--- src/hw/rtl/crs_pkg.sv ---
// ----------------------------------------------------------------------------
// crs_pkg: shared types and constants for the connection request serializer.
// Holds the word structs, event and action codes, and controller types.
// ----------------------------------------------------------------------------
package crs_pkg;

  localparam int QueueDepth    = 16;
  localparam int IncomingDepth = 8;
  localparam int QIdxW   = $clog2(QueueDepth);
  localparam int QCntW   = $clog2(QueueDepth + 1);
  localparam int SIdxW   = (IncomingDepth > 1) ? $clog2(IncomingDepth) : 1;
  localparam int AddrW   = 48;

  typedef enum logic [2:0] {
    KIND_ENQ_CONNECT    = 3'd0,
    KIND_ENQ_NAME       = 3'd1,
    KIND_REG_INCOMING   = 3'd2,
    KIND_CONNECT_DONE   = 3'd3,
    KIND_CANCEL_CONNECT = 3'd4,
    KIND_NAME_DONE      = 3'd5,
    KIND_CANCEL_NAME    = 3'd6,
    KIND_STOP           = 3'd7
  } kind_t;

  typedef enum logic [3:0] {
    ACT_START_CONN       = 4'd0,
    ACT_START_NAME       = 4'd1,
    ACT_OUT_DONE         = 4'd2,
    ACT_IN_DONE          = 4'd3,
    ACT_UNKNOWN          = 4'd4,
    ACT_CANCEL_OUT_CONN  = 4'd5,
    ACT_CANCEL_OUT_NAME  = 4'd6,
    ACT_Q_CONN_CANCELLED = 4'd7,
    ACT_Q_NAME_CANCELLED = 4'd8,
    ACT_NOT_FOUND        = 4'd9,
    ACT_QUEUE_FULL       = 4'd10,
    ACT_SET_FULL         = 4'd11
  } action_t;

  typedef struct packed {
    logic [2:0]       kind;
    logic [AddrW-1:0] address;
  } in_word_t;

  typedef struct packed {
    logic [3:0]       action;
    logic [AddrW-1:0] result_address;
    logic             last;
  } out_word_t;

  typedef enum logic [3:0] {
    ST_IDLE,
    ST_DISPATCH,
    ST_SET_SCAN,
    ST_SET_FIN,
    ST_Q_READ,
    ST_Q_CMP,
    ST_SHIFT_RD,
    ST_SHIFT_WR,
    ST_START,
    ST_HEAD_WAIT,
    ST_HEAD_TAKE
  } state_t;

  // Controller commands to the datapath.
  typedef struct packed {
    logic       latch_in;     // capture input word
    logic       set_scan;     // examine one incoming slot
    logic       set_clr_idx;  // reset scan index
    logic       q_rd;         // read queue at index
    logic       q_idx_clr;    // index := 0
    logic       q_idx_inc;    // index += 1
    logic       q_shift_wr;   // write read data to index-1
    logic       q_push;       // write latched request at count
    logic       cnt_dec;
    logic       out_clear;    // clear outgoing valid
    logic       out_load;     // load outgoing from queue read data
    logic       set_remove;   // clear matching incoming slot
    logic       set_add;      // write free slot
    logic       stop_set;
    logic       emit;
    logic [3:0] emit_act;
    logic       emit_head;    // result address from queue head
    logic       emit_last;
  } crs_cmd_t;

  // Datapath status to the controller.
  typedef struct packed {
    logic [2:0] kind;
    logic       q_full;
    logic       q_empty;
    logic       can_start;    // running, idle slot, empty set
    logic       run_ready;    // running, empty set
    logic       out_conn_hit; // outgoing connect with input address
    logic       out_cancel_hit;
    logic       q_match;      // registered queue entry matches
    logic       q_idx_end;    // index + 1 >= count
    logic       q_idx_past;   // index >= count
    logic       set_done;     // last incoming slot examined
    logic       set_hit;      // input address found in set
    logic       set_free;     // free slot seen
    logic       head_name;
  } crs_sts_t;

endpackage

--- src/hw/rtl/connection_request_serializer_unit.sv ---
// ----------------------------------------------------------------------------
// connection_request_serializer_unit: top level of the request serializer.
// Joins the sequencing controller and the queue and set datapath.
// ----------------------------------------------------------------------------
// Usage. An event word (in_word: kind and address) is taken on a rising edge
// with start high and busy low. Results leave on out_word, one per cycle at
// most, each marked by out_valid for exactly one cycle; the receiver cannot
// stall, so every strobed word must be captured when it appears. The final
// result of an event carries last set; an event may give none, one or two.
// A result reaches the ports in the cycle after the controller step that
// makes it, so the last one may still be there in the first cycle after busy
// falls. Stop and outgoing cancels finish in the dispatch step; an incoming
// registration or an unmatched completion scans every incoming slot in turn;
// a start and a queued cancel search and compact the queue memory, which has
// one write and one registered read port, reading each entry before it is
// compared or moved.
// Reset (synchronous, rst_n low) empties the queue and the incoming set, clears
// the outgoing slot and the stop flag; queue contents are left undefined.
// ----------------------------------------------------------------------------
module connection_request_serializer_unit (
  input  logic                clk,
  input  logic                rst_n,
  input  logic                start,
  output logic                busy,
  input  crs_pkg::in_word_t   in_word,
  output logic                out_valid,
  output crs_pkg::out_word_t  out_word
);
  import crs_pkg::*;

  crs_cmd_t cmd;
  crs_sts_t sts;

  // The controller sequences each event; the datapath holds the queue, slot and set state.
  crs_ctrl u_ctrl (
    .clk   (clk),
    .rst_n (rst_n),
    .start (start),
    .busy  (busy),
    .sts   (sts),
    .cmd   (cmd)
  );

  crs_datapath u_dp (
    .clk       (clk),
    .rst_n     (rst_n),
    .in_word   (in_word),
    .cmd       (cmd),
    .sts       (sts),
    .out_valid (out_valid),
    .out_word  (out_word)
  );

`ifndef NO_ASSERTIONS
  // An accepted word always makes the controller busy in the cycle after.
  a_accept_busy: assert property (@(posedge clk) disable iff (!rst_n)
    (start && !busy) |=> busy)
    else $error("accepted word did not raise busy");
  // A result that is not the last one means the event is still in progress.
  a_more_busy: assert property (@(posedge clk) disable iff (!rst_n)
    (out_valid && !out_word.last) |-> busy)
    else $error("non-final result with the block idle");
  a_act_range: assert property (@(posedge clk) disable iff (!rst_n)
    out_valid |-> (out_word.action <= ACT_SET_FULL))
    else $error("bad action");
`endif

endmodule

--- src/hw/rtl/crs_datapath.sv ---
// ----------------------------------------------------------------------------
// crs_datapath: request queue memory, outgoing slot and incoming set.
// Executes one controller command word per cycle.
// ----------------------------------------------------------------------------
module crs_datapath (
  input  logic                clk,
  input  logic                rst_n,
  input  crs_pkg::in_word_t   in_word,
  input  crs_pkg::crs_cmd_t   cmd,
  output crs_pkg::crs_sts_t   sts,
  output logic                out_valid,
  output crs_pkg::out_word_t  out_word
);
  import crs_pkg::*;

  logic [AddrW:0]   qmem [QueueDepth];
  logic [AddrW:0]   qrd_r;
  logic [QCntW-1:0] cnt_r;
  logic [QCntW-1:0] idx_r;
  logic [2:0]       kind_r;
  logic [AddrW-1:0] addr_r;
  logic             ov_r, oname_r;
  logic [AddrW-1:0] oaddr_r;
  logic             stop_r;
  logic             sv_r [IncomingDepth];
  logic [AddrW-1:0] sa_r [IncomingDepth];
  logic [SIdxW-1:0] sidx_r;
  logic [SIdxW-1:0] hit_idx_r, free_idx_r;
  logic             hit_r, free_r;
  logic             ovalid_r;
  out_word_t        oword_r;
  logic             any_valid;
  logic             is_name;

  assign is_name = (kind_r == KIND_CANCEL_NAME);

  always_comb begin
    any_valid = 1'b0;
    for (int i = 0; i < IncomingDepth; i++) any_valid = any_valid | sv_r[i];
  end

  // Queue memory: one write, one registered read per cycle.
  always_ff @(posedge clk) begin
    if (cmd.q_push) begin
      qmem[cnt_r[QIdxW-1:0]] <= {(kind_r == KIND_ENQ_NAME), addr_r};
    end else if (cmd.q_shift_wr) begin
      qmem[QIdxW'(idx_r - 1'b1)] <= qrd_r;
    end
    if (cmd.q_rd) begin
      qrd_r <= qmem[idx_r[QIdxW-1:0]];
    end
  end

  always_ff @(posedge clk) begin
    if (cmd.latch_in) begin
      kind_r <= in_word.kind;
      addr_r <= in_word.address;
    end
    if (cmd.out_load) oaddr_r <= qrd_r[AddrW-1:0];
    if (cmd.set_add) sa_r[free_idx_r] <= addr_r;
    if (cmd.set_scan) begin
      if (sv_r[sidx_r] && sa_r[sidx_r] == addr_r && !hit_r) hit_idx_r <= sidx_r;
      if (!sv_r[sidx_r] && !free_r) free_idx_r <= sidx_r;
    end
    if (cmd.emit) begin
      oword_r.action         <= cmd.emit_act;
      oword_r.result_address <= cmd.emit_head ? qrd_r[AddrW-1:0] : addr_r;
      oword_r.last           <= cmd.emit_last;
    end
  end

  always_ff @(posedge clk) begin
    if (!rst_n) begin
      cnt_r    <= '0;
      idx_r    <= '0;
      ov_r     <= 1'b0;
      oname_r  <= 1'b0;
      stop_r   <= 1'b0;
      sidx_r   <= '0;
      hit_r    <= 1'b0;
      free_r   <= 1'b0;
      ovalid_r <= 1'b0;
      for (int i = 0; i < IncomingDepth; i++) sv_r[i] <= 1'b0;
    end else begin
      ovalid_r <= cmd.emit;
      if (cmd.q_push) cnt_r <= cnt_r + 1'b1;
      else if (cmd.cnt_dec) cnt_r <= cnt_r - 1'b1;
      if (cmd.q_idx_clr) idx_r <= '0;
      else if (cmd.q_idx_inc) idx_r <= idx_r + 1'b1;
      if (cmd.out_clear) ov_r <= 1'b0;
      else if (cmd.out_load) begin
        ov_r    <= 1'b1;
        oname_r <= qrd_r[AddrW];
      end
      if (cmd.stop_set) stop_r <= 1'b1;
      if (cmd.set_clr_idx) begin
        sidx_r <= '0;
        hit_r  <= 1'b0;
        free_r <= 1'b0;
      end else if (cmd.set_scan) begin
        if (sv_r[sidx_r] && sa_r[sidx_r] == addr_r) hit_r <= 1'b1;
        if (!sv_r[sidx_r]) free_r <= 1'b1;
        sidx_r <= SIdxW'(sidx_r + 1'b1);
      end
      if (cmd.set_remove) sv_r[hit_idx_r] <= 1'b0;
      if (cmd.set_add) sv_r[free_idx_r] <= 1'b1;
    end
  end

  always_comb begin
    sts.kind           = kind_r;
    sts.q_full         = (cnt_r == QCntW'(QueueDepth));
    sts.q_empty        = (cnt_r == '0);
    sts.can_start      = !stop_r && !ov_r && !any_valid;
    sts.run_ready      = !stop_r && !any_valid;
    sts.out_conn_hit   = ov_r && !oname_r && (oaddr_r == addr_r);
    sts.out_cancel_hit = ov_r && (oname_r == is_name) && (oaddr_r == addr_r);
    sts.q_match        = (qrd_r[AddrW] == is_name) && (qrd_r[AddrW-1:0] == addr_r);
    sts.q_idx_end      = ({1'b0, idx_r} + 1'b1) >= {1'b0, cnt_r};
    sts.q_idx_past     = idx_r >= cnt_r;
    sts.set_done       = (sidx_r == SIdxW'(IncomingDepth - 1));
    sts.set_hit        = hit_r;
    sts.set_free       = free_r;
    sts.head_name      = qrd_r[AddrW];
  end

  assign out_valid = ovalid_r;
  assign out_word  = oword_r;

endmodule

--- src/hw/rtl/crs_ctrl.sv ---
// ----------------------------------------------------------------------------
// crs_ctrl: sequencing state machine for the request serializer.
// Walks the incoming set one slot per cycle and the queue entry by entry.
// ----------------------------------------------------------------------------
module crs_ctrl (
  input  logic               clk,
  input  logic               rst_n,
  input  logic               start,
  output logic               busy,
  input  crs_pkg::crs_sts_t  sts,
  output crs_pkg::crs_cmd_t  cmd
);
  import crs_pkg::*;

  state_t state_r, state_nxt;

  always_ff @(posedge clk) begin
    if (!rst_n) begin
      state_r <= ST_IDLE;
    end else begin
      state_r <= state_nxt;
    end
  end

  // Next state.
  always_comb begin
    state_nxt = state_r;
    case (state_r)
      ST_IDLE: begin
        if (start) state_nxt = ST_DISPATCH;
      end
      ST_DISPATCH: begin
        case (kind_t'(sts.kind))
          KIND_ENQ_CONNECT, KIND_ENQ_NAME: state_nxt = ST_START;
          KIND_REG_INCOMING: state_nxt = ST_SET_SCAN;
          KIND_CONNECT_DONE: begin
            if (sts.out_conn_hit) state_nxt = ST_START;
            else state_nxt = ST_SET_SCAN;
          end
          KIND_CANCEL_CONNECT, KIND_CANCEL_NAME: begin
            if (sts.out_cancel_hit || sts.q_empty) state_nxt = ST_IDLE;
            else state_nxt = ST_Q_READ;
          end
          KIND_NAME_DONE: state_nxt = ST_START;
          default: state_nxt = ST_IDLE;
        endcase
      end
      ST_SET_SCAN: if (sts.set_done) state_nxt = ST_SET_FIN;
      ST_SET_FIN: state_nxt = ST_IDLE;
      ST_Q_READ: state_nxt = ST_Q_CMP;
      ST_Q_CMP: begin
        if (sts.q_match) begin
          state_nxt = sts.q_idx_end ? ST_IDLE : ST_SHIFT_RD;
        end else if (sts.q_idx_end) state_nxt = ST_IDLE;
        else state_nxt = ST_Q_READ;
      end
      ST_SHIFT_RD: state_nxt = ST_SHIFT_WR;
      // The count has already dropped by one here, so the walk ends once the
      // source index reaches it.
      ST_SHIFT_WR: state_nxt = sts.q_idx_past ? ST_IDLE : ST_SHIFT_RD;
      ST_START: begin
        if (sts.can_start && !sts.q_empty) state_nxt = ST_HEAD_WAIT;
        else state_nxt = ST_IDLE;
      end
      ST_HEAD_WAIT: state_nxt = ST_HEAD_TAKE;
      ST_HEAD_TAKE: state_nxt = sts.q_idx_end ? ST_IDLE : ST_SHIFT_RD;
      default: state_nxt = ST_IDLE;
    endcase
  end

  // Outputs.
  always_comb begin
    cmd  = '0;
    busy = (state_r != ST_IDLE);
    case (state_r)
      ST_IDLE: cmd.latch_in = start;
      ST_DISPATCH: begin
        cmd.q_idx_clr   = 1'b1;
        cmd.set_clr_idx = 1'b1;
        case (kind_t'(sts.kind))
          KIND_ENQ_CONNECT, KIND_ENQ_NAME: begin
            if (sts.q_full) begin
              cmd.emit     = 1'b1;
              cmd.emit_act = ACT_QUEUE_FULL;
              cmd.emit_last = !(sts.can_start);
            end else cmd.q_push = 1'b1;
          end
          KIND_CONNECT_DONE: begin
            if (sts.out_conn_hit) begin
              cmd.out_clear = 1'b1;
              cmd.emit      = 1'b1;
              cmd.emit_act  = ACT_OUT_DONE;
              // The slot is being freed, so a start follows when the block
              // runs, the set is empty and the queue holds a request.
              cmd.emit_last = !(sts.run_ready && !sts.q_empty);
            end
          end
          KIND_CANCEL_CONNECT, KIND_CANCEL_NAME: begin
            if (sts.out_cancel_hit) begin
              cmd.emit      = 1'b1;
              cmd.emit_act  = (kind_t'(sts.kind) == KIND_CANCEL_NAME) ?
                              ACT_CANCEL_OUT_NAME : ACT_CANCEL_OUT_CONN;
              cmd.emit_last = 1'b1;
            end else if (sts.q_empty) begin
              cmd.emit      = 1'b1;
              cmd.emit_act  = ACT_NOT_FOUND;
              cmd.emit_last = 1'b1;
            end
          end
          KIND_NAME_DONE: cmd.out_clear = 1'b1;
          KIND_STOP: cmd.stop_set = 1'b1;
          default: ;
        endcase
      end
      ST_SET_SCAN: cmd.set_scan = 1'b1;
      // Hit and free flags now cover every slot.
      ST_SET_FIN: begin
        if (kind_t'(sts.kind) == KIND_REG_INCOMING) begin
          if (!sts.set_hit) begin
            if (sts.set_free) cmd.set_add = 1'b1;
            else begin
              cmd.emit      = 1'b1;
              cmd.emit_act  = ACT_SET_FULL;
              cmd.emit_last = 1'b1;
            end
          end
        end else begin
          cmd.emit      = 1'b1;
          cmd.emit_last = 1'b1;
          if (sts.set_hit) begin
            cmd.set_remove = 1'b1;
            cmd.emit_act   = ACT_IN_DONE;
          end else cmd.emit_act = ACT_UNKNOWN;
        end
      end
      ST_Q_READ: cmd.q_rd = 1'b1;
      ST_Q_CMP: begin
        cmd.q_idx_inc = 1'b1;
        if (sts.q_match) begin
          cmd.cnt_dec   = 1'b1;
          cmd.emit      = 1'b1;
          cmd.emit_act  = (kind_t'(sts.kind) == KIND_CANCEL_NAME) ?
                          ACT_Q_NAME_CANCELLED : ACT_Q_CONN_CANCELLED;
          cmd.emit_last = 1'b1;
        end else if (sts.q_idx_end) begin
          cmd.emit      = 1'b1;
          cmd.emit_act  = ACT_NOT_FOUND;
          cmd.emit_last = 1'b1;
        end
      end
      ST_SHIFT_RD: cmd.q_rd = 1'b1;
      ST_SHIFT_WR: begin
        cmd.q_shift_wr = 1'b1;
        cmd.q_idx_inc  = 1'b1;
      end
      ST_START: cmd.q_rd = 1'b1;
      ST_HEAD_TAKE: begin
        cmd.out_load  = 1'b1;
        cmd.cnt_dec   = 1'b1;
        cmd.q_idx_inc = 1'b1;
        cmd.emit      = 1'b1;
        cmd.emit_head = 1'b1;
        cmd.emit_act  = sts.head_name ? ACT_START_NAME : ACT_START_CONN;
        cmd.emit_last = 1'b1;
      end
      default: ;
    endcase
  end

endmodule
--- config.mk ---
export PLATFORM = sky130hd
export DESIGN_NAME = connection_request_serializer_unit
export DESIGN_NICKNAME = d
export VERILOG_FILES = /design/src/hw/rtl/crs_pkg.sv /design/src/hw/rtl/connection_request_serializer_unit.sv /design/src/hw/rtl/crs_datapath.sv /design/src/hw/rtl/crs_ctrl.sv
export SDC_FILE = /design/constraint.sdc
export NUM_CORES = 1
export LEC_CHECK = 0
export BUFFER_PORTS_ARGS = -buffer_cell sky130_fd_sc_hd__buf_4
export CAP_MARGIN = 20
export CORE_ASPECT_RATIO = 2
export CORE_MARGIN = 2
export CORE_UTILIZATION = 30
export DETAILED_ROUTE_END_ITERATION = 10
export PLACE_DENSITY_LB_ADDON = 0.08
export SYNTH_ARGS = -nofsm -noshare
export SYNTH_HDL_FRONTEND = slang
export SYNTH_SLANG_ARGS = --single-unit
--- constraint.sdc ---
create_clock -name clk -period 19.1 [get_ports clk]
set_input_delay 1.91 -clock clk [delete_from_list [all_inputs] [get_ports clk]]
set_output_delay 1.91 -clock clk [all_outputs]
set_load 0.005 [all_outputs]
Yosys cells after proc, flatten, opt, wreduce, memory -nomap -nowiden
Memory sizes are Yosys's and may differ from the RTL's. A register that Yosys moved wholly into a read port is not among the register bits.
Cells that the tools add are included.
Widths: inputs -> output; s select.
- add/subtract/negate cells: 6
- order comparisons: 2
- equal/unequal tests: 26
- multiplexer cells: 89
- bitwise logic cells: 10
- reduce and logical (&&, ||, !) cells: 45
- operator list (cell ; count):
    $eq 48x48->1 ; 3
    $mux 5 ; 11
    $mux 49 ; 1
    $reduce_or 49->1 ; 1
    $mux 1 ; 48
    $mux 48 ; 1
    $pmux 4 s10 ; 1
    $mux 3 ; 11
    $mux 4 ; 7
    $pmux 5 s4 ; 1
    $eq 4x3->1 const B ; 4
    $pmux 4 s4 ; 1
    $eq 3x3->1 const B ; 5
    $pmux 5 s3 ; 1
    $logic_and 1x1->1 ; 13
    $eq 4x4->1 const B ; 3
    $reduce_and 2->1 ; 6
    $add 5x1->5 const B ; 2
    $logic_not 1->1 ; 10
    $reduce_or 3->1 ; 3
    $eq 4x2->1 const B ; 2
    $reduce_or 2->1 ; 4
    $or 1x1->1 ; 7
    $add 5x1->6 const B ; 1
    other kinds (23) ; 31
- register bits after elaboration: 181
- RAM bits: 1176
- input bits: 54
- output and inout port bits: 55
- word-level logic and storage cells: 199
- memories: 3
- memory list (memory ; words ; bits a word ; read ports ; clocked after memory_dff ; wr ports ; RTL line ; RTL):
    u_dp.qmem ; 16 ; 49 ; 1 ; 1 ; 1 ; crs_datapath.sv:16 ; logic [AddrW:0] qmem [QueueDepth];
    u_dp.sa_r ; 8 ; 48 ; 1 ; 1 ; 1 ; crs_datapath.sv:26 ; logic [AddrW-1:0] sa_r [IncomingDepth];
    u_dp.sv_r ; 8 ; 1 ; 9 ; 1 ; 8 ; crs_datapath.sv:25 ; logic sv_r [IncomingDepth];

Logic depth before layout (Yosys ltp)
Gate-level depths: netlist of run 1.
An unclocked memory read counts as a cell.
- word-level depth: 15
- depth in mapped cells: 13
- gate-level depth less buffers: 10

By module
Synthesis of run 1 repeated with hierarchy kept, for this count alone.
- cell total of the unflattened synthesis: 2617
- area, all modules: 55494.5 sq um
- by module, submodules not included (module ; times used ; cells an instance ; area each (sq um) ; seq. area each (sq um)):
    crs_datapath ; 1 ; 2503 ; 54742.5 ; 41890.2
    crs_ctrl ; 1 ; 114 ; 752.0 ; 80.1

Worst setup path after synthesis of run 1
No wires, ideal clock.
- path type: flip-flop to flip-flop
- from: reg u_dp.kind_r[0]
- to: mem u_dp.sa_r[0][0], enable pin
- library setup time: 0.574 ns
- arrival: 5.788 ns
- data required time: 18.526 ns
- slack: 12.738 ns
- cell stages (with the launch flop): 5
- buffers on the path: 1
- clock period less this slack: 6.362 ns
- path through: edfxtp_1 -> buf_2 -> nor3b_2 -> nand4b_1 -> nor4_1
- word-level cells in the longest chain between the ends: 5
- ends and longest elaborated chain (what ; RTL line ; RTL):
    start, declared ; crs_datapath.sv:20 ; logic [2:0] kind_r;
    start signal, assigned ; crs_datapath.sv:56 ; kind_r <= in_word.kind;
    $eq 3x2->1 ; crs_ctrl.sv:118 ; if (kind_t'(sts.kind) == KIND_REG_INCOMING) begin
    $mux 1 ; crs_ctrl.sv:118 ;
    $mux 2 ; crs_ctrl.sv:75 ; case (state_r)
    $mux 1 ; crs_datapath.sv:60 ; if (cmd.set_add) sa_r[free_idx_r] <= addr_r;
    $mux 1 (not written as such) ; crs_datapath.sv:60 ;
    end, declared ; crs_datapath.sv:26 ;
Every way passes these cells.

==> results.yml, run 1 <==
worst_setup_path:
  crit_required_ns: 19.45
  crit_chain: "xnor2_1 -> nand2_1 -> a2111oi_0 -> nand4_1 -> o21ai_0 -> a21oi_1 -> o21ai_4 -> buf_4"
  cp.arrival_ns: 5.75
  crit_path_start_kind: "flop"
  cp-end-kind: "flop"
  critical-path-max-stage-delay_ns: 0.87
  critPathTopFamily: "compound AO/OA/AOI/OAI gates"
  critPathKind: "reg2reg"
  crit_slowest_cell: "a2111oi_0"
  cp.buffers_inverters: 1
  cp_max_fo: 50
floorplan:
  die_h_microns: 616
  die-area_sq_um: 191000
  start_util_pct: 30.2
  coreArea_sq_um: 186000
  io_pins: 109
  die_x_microns: 310
  fp-row-count: 224
timing:
  skew_ns: 0.0564
  hold_viol: 0
  max_freq_ghz: 0.185
  finalSetupViolations: 0
  period_share_pct: 28.3
  grt_setup_unrepaired: "false"
  maxSlewViolCount: 0
  fin_setup_tns_ns: 0
  final.setup.worst_slack_ns: 13.70
  worstMarginPinSlew_ns: 1.23
  max_slew_margin_pct: 17.2
  fin_crit_ns: 5.40
clock_tree:
  cts_tree: "yes"
  cts_buffer_depth: 4
  ctsResizeCount: 0
  cts.htree.levels: 4
  numCtsBuffers: 141
  hold_buffers: 0
  clock_sinks: 1409
  path_clk_slew_ns: 0.06
  clk_latency_ns: 0.78
  cts_root_buf: "clkbuf_16"
  cts_setup_buffers: 0
logic_synthesis:
  ys.warnings.count: 0
  yosysUniqueCellTypes: 80
  async_flop_share_pct: 0
  synth_area_per_cell_sq_um: 18.9
  synth_cells: 2974
  synth_seq_cells: 1409
  synth-seq-area-share_pct: 74.7
  synth-edff-count: 1375
  synthesis.area_sq_um: 56200
  syn-num-nets: 3046
  synth_ff_type: "edfxtp_1"
global_route:
  grt_max_degree: 65
  grt_pass1_wl_microns: 250000
  grt_antenna_before_repair: 1
  grt-ovfl-total: 0
  grtUsageTotal_pct: 19.0
  grt_pass1_vias: 30780
drt:
  viasPerCell: 4.96
  first_pass_iters: 6
  met1Wirelength_microns: 65900
  met2RoutedLength_microns: 101000
  drc: 0
  drt_iter0_markers: 2182
  drtAntennaViolNets: 0
  met3_length_microns: 5210
  routed_wirelength_microns: 182000
  highest_layer: "met4"
  vias: 28605
  wl_per_cell_microns: 31.5
cells_and_area:
  drive_gt1_share_pct: 23.4
  n_fill_cell: 17538
  nNetsFinal: 3258
  syn_to_final_growth_pct: 15.5
pwr:
  sw_frac_of_total_pct: 22.5
  clkPwrFrac_pct: 41.6
  max-vdd-ir-drop_v: 0.0000655
  seqPwrFrac_pct: 53.1
  intPower_mw: 5.17
  power_density_nw_per_um2: 103
  p_leak_nw: 19.9
  combPwrFrac_pct: 5.3
  power.net_switching_mw: 1.50
placed_design:
  post-place-ws_ns: 13.73
  place_congestion: 0.925
  hpwl_microns: 118000
  io_buffers: 108
flow_run:
  max_cap_violations: 0
min_path:
  hp-class: "reg2reg"
run_status:
  status: "finished, final reports clean"
==> final timing paths <==
kind / from / to / slack, ns / cells past startpoint
hold / removal: u_dp.sv_r[7] / u_dp.sv_r[7] / 0.48 / 2
hold reg to reg: u_dp.sv_r[7] / u_dp.sv_r[7] / 0.48 / 2
setup / recovery: u_dp.addr_r[45] / u_dp.out_word[21] / 13.70 / 8
setup reg to reg: u_dp.addr_r[45] / u_dp.out_word[21] / 13.70 / 8
==> layer usage <==
metal  vias up  global-route usage, %
met2       687                   36.4
met5         -                      0
li1      12292                      -
met3       255                   1.91
met4         0                   9.03
met1     15371                   20.6
==> cells in the mapped netlist (11+ instances only) <==
| cell | number | area, sq um |
|---|---|---|
| nand2_1 | 333 | 1250 |
| a31oi_1 | 11 | 68.8 |
| mux4_2 | 278 | 6260 |
| edfxtp_1 | 1375 | 41300 |
| nor4_1 | 32 | 200 |
| dfxtp_1 | 34 | 681 |
| a21o_1 | 12 | 90.1 |
| o22ai_1 | 12 | 75.1 |
| buf_2 | 24 | 120 |
| ha_1 | 17 | 213 |
| a21oi_1 | 21 | 105 |
| a31o_2 | 11 | 96.3 |
| mux2i_1 | 122 | 1220 |
| nor2_1 | 74 | 278 |
| nand4_1 | 57 | 357 |
| xor2_1 | 60 | 526 |
| nor3_1 | 15 | 75.1 |
| nand2b_1 | 14 | 87.6 |
| mux2_2 | 16 | 180 |
| xnor2_1 | 66 | 578 |
| nand3_1 | 28 | 140 |
| clkbuf_1 | 87 | 327 |
| a22oi_1 | 21 | 158 |
| inv_1 | 28 | 105 |
| buf_1 | 25 | 93.8 |
| o21ai_0 | 47 | 235 |
==> cells by family after synthesis <==
kind of cell	Yosys count	synth area share, %
flip-flops	1409	74.7
AND/OR/NAND/NOR	618	5.15
adder cells (fa/ha/maj)	18	0.414
XOR/XNOR	126	1.96
buffers and inverters	183	1.53
AO/OA/AOI/OAI	200	2.44
multiplexers	420	13.8
==> power by group through the flow <==
stage          clock [mW]  sequential [mW]  combinational [mW]
4_1_cts              2.86             3.54               0.359
5_1_grt              2.95             3.55               0.375
2_1_floorplan           0             3.58               0.167
6_report             2.78             3.54               0.351
3_5_place_dp            0             3.61               0.358
3_3_place_gp            0             3.61               0.351
==> layout make-up <==
cell class                      count  area [sq um]  area share, %
Clock inverter                     56           654           1.01
Multi-Input combinational cell   1382         13600           20.9
Antenna cell                        1          2.50        0.00385
Clock buffer                      179          3780           5.82
Tap cell                         2486          3110           4.79
Timing Repair Buffer              223          1700           2.61
Sequential cell                  1409         42000           64.7
Inverter                           29           111          0.171
==> tightest hold or removal path, delay by kind of cell, from the launching register on <==
family | cells | cell delay (ns)
flops | 1 | 0.32
compound gates | 1 | 0.06
simple gates | 1 | 0.05
==> sequential cells by signal (all words and copies together), names as in the netlist, 8 cells and up, named ones only <==
register	flops
u_dp.qmem	784
u_dp.out_word	53
u_dp.sa_r	384
u_dp.sv_r	8
u_dp.qrd_r	49
u_dp.addr_r	48
u_dp.oaddr_r	48
==> stage by stage <==
stage	cells	power [mW]	hold slack (ns)	instance area [sq um]	util (%)
finish	5765	6.67	0.482	64900	34.9
global route	5765	6.88	0.508	64900	34.9
CTS	5763	6.76	0.482	64900	34.9
detailed placement	5528	3.97	0.474	60500	32.5
global placement	5521	3.96	0.461	60400	32.5
floorplan	2974	3.75	0.442	56200	-
==> cells in the final DEF, fill, tap and decap left out, types with 45 or more instances in the layout <==
cell type,synthesis,final
xor2_1,60,60
mux2i_1,122,122
nor2_1,74,54
xnor2_1,66,66
buf_4,7,217
nand2_1,333,333
o21ai_0,47,45
edfxtp_1,1375,1375
clkbuf_16,0,145
nand4_1,57,57
mux4_2,278,278
Note: power is estimated with default switching activity, not from simulation.
==> inputs of run 2 (changes only) <==
==> constraint.sdc (replaced) <==
create_clock -name clk -period 4.9 [get_ports clk]
set_input_delay 0.49 -clock clk [delete_from_list [all_inputs] [get_ports clk]]
set_output_delay 0.49 -clock clk [all_outputs]
set_load 0.005 [all_outputs]
==> run 2 against run 1 <==
Total power rose to 3.8 times the previous value. Maximum frequency up 34%. Hold slack worse by 0.42 ns. Sequential share of layout area down 1.1 points. Largest cell class unchanged. Register-to-register slack worse by 13 ns. Clock power rose to 3.6 times the previous value. Cell area up 1.8%. Via count up 2.9%. First-iteration DRC count down 0.55%. Critical path type unchanged. Combinational power rose to 4.2 times the previous value.
==> results.yml, run 2 (synthesized netlist as in run 1, its figures left out) <==
drt:
  routed_wirelength_microns: 190000
  vias: 29438
  drc: 0
  drt_iter0_markers: 2170
  wl_per_cell_microns: 32.3
  first_pass_iters: 8
  drtAntennaViolNets: 0
  viasPerCell: 5.01
global_route:
  grt_pass1_wl_microns: 260000
  grtUsageTotal_pct: 19.8
  grt_pass1_vias: 31207
  grt_antenna_before_repair: 4
  grt_max_degree: 137
  grt-ovfl-total: 0
placed_design:
  io_buffers: 108
  place_congestion: 0.857
  hpwl_microns: 125000
pwr:
  clkPwrFrac_pct: 39.8
  sw_frac_of_total_pct: 23.2
  power_density_nw_per_um2: 384
  p_leak_nw: 20.4
  total_power_mw: 25.4
  seqPwrFrac_pct: 54.3
  intPower_mw: 19.5
  combPwrFrac_pct: 5.9
  power.net_switching_mw: 5.89
  max-vdd-ir-drop_v: 0.000200
worst_setup_path:
  critPathKind: "reg2reg"
  cp-end-kind: "flop"
  crit_required_ns: 5.37
  cp.arrival_ns: 4.50
  crit_chain: "buf_12 -> and2_1 -> nand2_1 -> a31oi_1 -> o211ai_1 -> nor4_2 -> buf_4 -> nand2_1 -> nor4_2 -> buf_4"
  crit_path_start_kind: "flop"
  critical-path-max-stage-delay_ns: 0.71
  crit_slowest_cell: "a31oi_1"
  cp_max_fo: 35
cells_and_area:
  nNetsFinal: 3374
  final_cell_mix: "1,375 x edfxtp_1, 333 x nand2_1, 278 x mux4_2, 241 x buf_4, 143 x clkbuf_16"
  largest_register_ffs: 784
  final_common_cell: "edfxtp_1"
  n_fill_cell: 17505
  syn_to_final_growth_pct: 17.6
  largest_register: "u_dp.qmem"
  drive_gt1_share_pct: 24.4
  top_regs: "u_dp.qmem (784), u_dp.sa_r (384), u_dp.out_word (53)"
timing:
  period_share_pct: 82.4
  maxSlewViolCount: 0
  grt_setup_unrepaired: "false"
  finalSetupViolations: 0
  max_freq_ghz: 0.248
  fin_crit_ns: 4.04
  fin_setup_tns_ns: 0
  max_slew_margin_pct: 26.4
  hold_viol: 0
  worstMarginPinSlew_ns: 1.10
  skew_ns: 0.0309
floorplan:
  die_h_microns: 616
  die_x_microns: 310
  die-area_sq_um: 191000
  start_util_pct: 30.2
  fp-row-count: 224
  coreArea_sq_um: 186000
  io_pins: 109
min_path:
  hp-class: "in2reg"
clock_tree:
  cts_root_buf: "clkbuf_16"
  hold_buffers: 51
  clock_sinks: 1409
  path_clk_slew_ns: 0.06
  cts.htree.levels: 4
  cts_buffer_depth: 4
  cts_tree: "yes"
  cts_setup_buffers: 0
  clk_latency_ns: 0.79
  numCtsBuffers: 142
  ctsResizeCount: 0
flow_run:
  max_cap_violations: 0
run_status:
  status: "finished, final reports clean"
==> run 2: cell types whose count changed in the layout (fill, tap and decap cells not counted), sizes merged, moves of 2 or more <==
cell         delta
clkinvlp        -2
bufinv         -12
dlygate4sd3    +51
clkinv         +15
clkbuf          -4
buf            +64
==> run 2: power by group through the flow <==
stage	sequential (mW)	combinational (mW)	clock (mW)
after CTS	13.8	1.53	10.4
after global routing	13.8	1.59	10.8
after global placement	14.0	1.47	0
after detailed placement	14.0	1.49	0
after floorplan	14.0	0.653	0
final	13.8	1.49	10.1
==> run 2: area by class of cell <==
type                            count  area (sq um)  area share, %
Sequential cell                  1409         42000           63.5
Clock buffer                      175          3700           5.60
Clock inverter                     56           343          0.519
Timing Repair Buffer              338          3210           4.86
Inverter                           29           111          0.169
Antenna cell                        2          5.00        0.00757
Tap cell                         2486          3110           4.71
Multi-Input combinational cell   1382         13600           20.6
==> run 2: routing by layer <==
layer / routed length, microns / part of all wire [%] / track usage [%]
met1: 70700 / 37 / 22.5
met2: 104000 / 55 / 37.2
met3: 5550 / 2.9 / 1.93
met4: 9160 / 4.8 / 8.76
met5: 13 / 0.0068 / 0
==> run 2: critical path, delay by kind of cell, from the launching register on <==
kind,cells,cell delay (ns)
buf+inv,3,0.76
flops,1,0.50
compound gates,2,0.91
simple gates,5,1.51
==> run 2: through the flow <==
stage          utilization (%)  hold slack (ns)  cell area [sq um]  std cells  setup WS (ns)
2_1_floorplan                -            0.442              56200       2974         -0.168
3_3_place_gp              33.0            0.463              61500       5590          0.476
3_5_place_dp              33.1            0.489              61500       5593          0.727
4_1_cts                   35.5           0.0101              66100       5875          0.713
5_1_grt                   35.5           0.0438              66100       5876          0.694
6_report                  35.5           0.0603              66100       5877          0.862
==> run 2: path summary, 6_finish.rpt <==
kind | startpoint | cells after the start | end | slack [ns]
max | flop | 10 | u_dp.hit_idx_r[2] | 0.86
max reg2reg | flop | 10 | u_dp.hit_idx_r[2] | 0.86
min | rst_n | 2 | u_ctrl.state_r[1] | 0.06
min reg2reg | u_dp.sv_r[7] | 2 | u_dp.sv_r[7] | 0.51
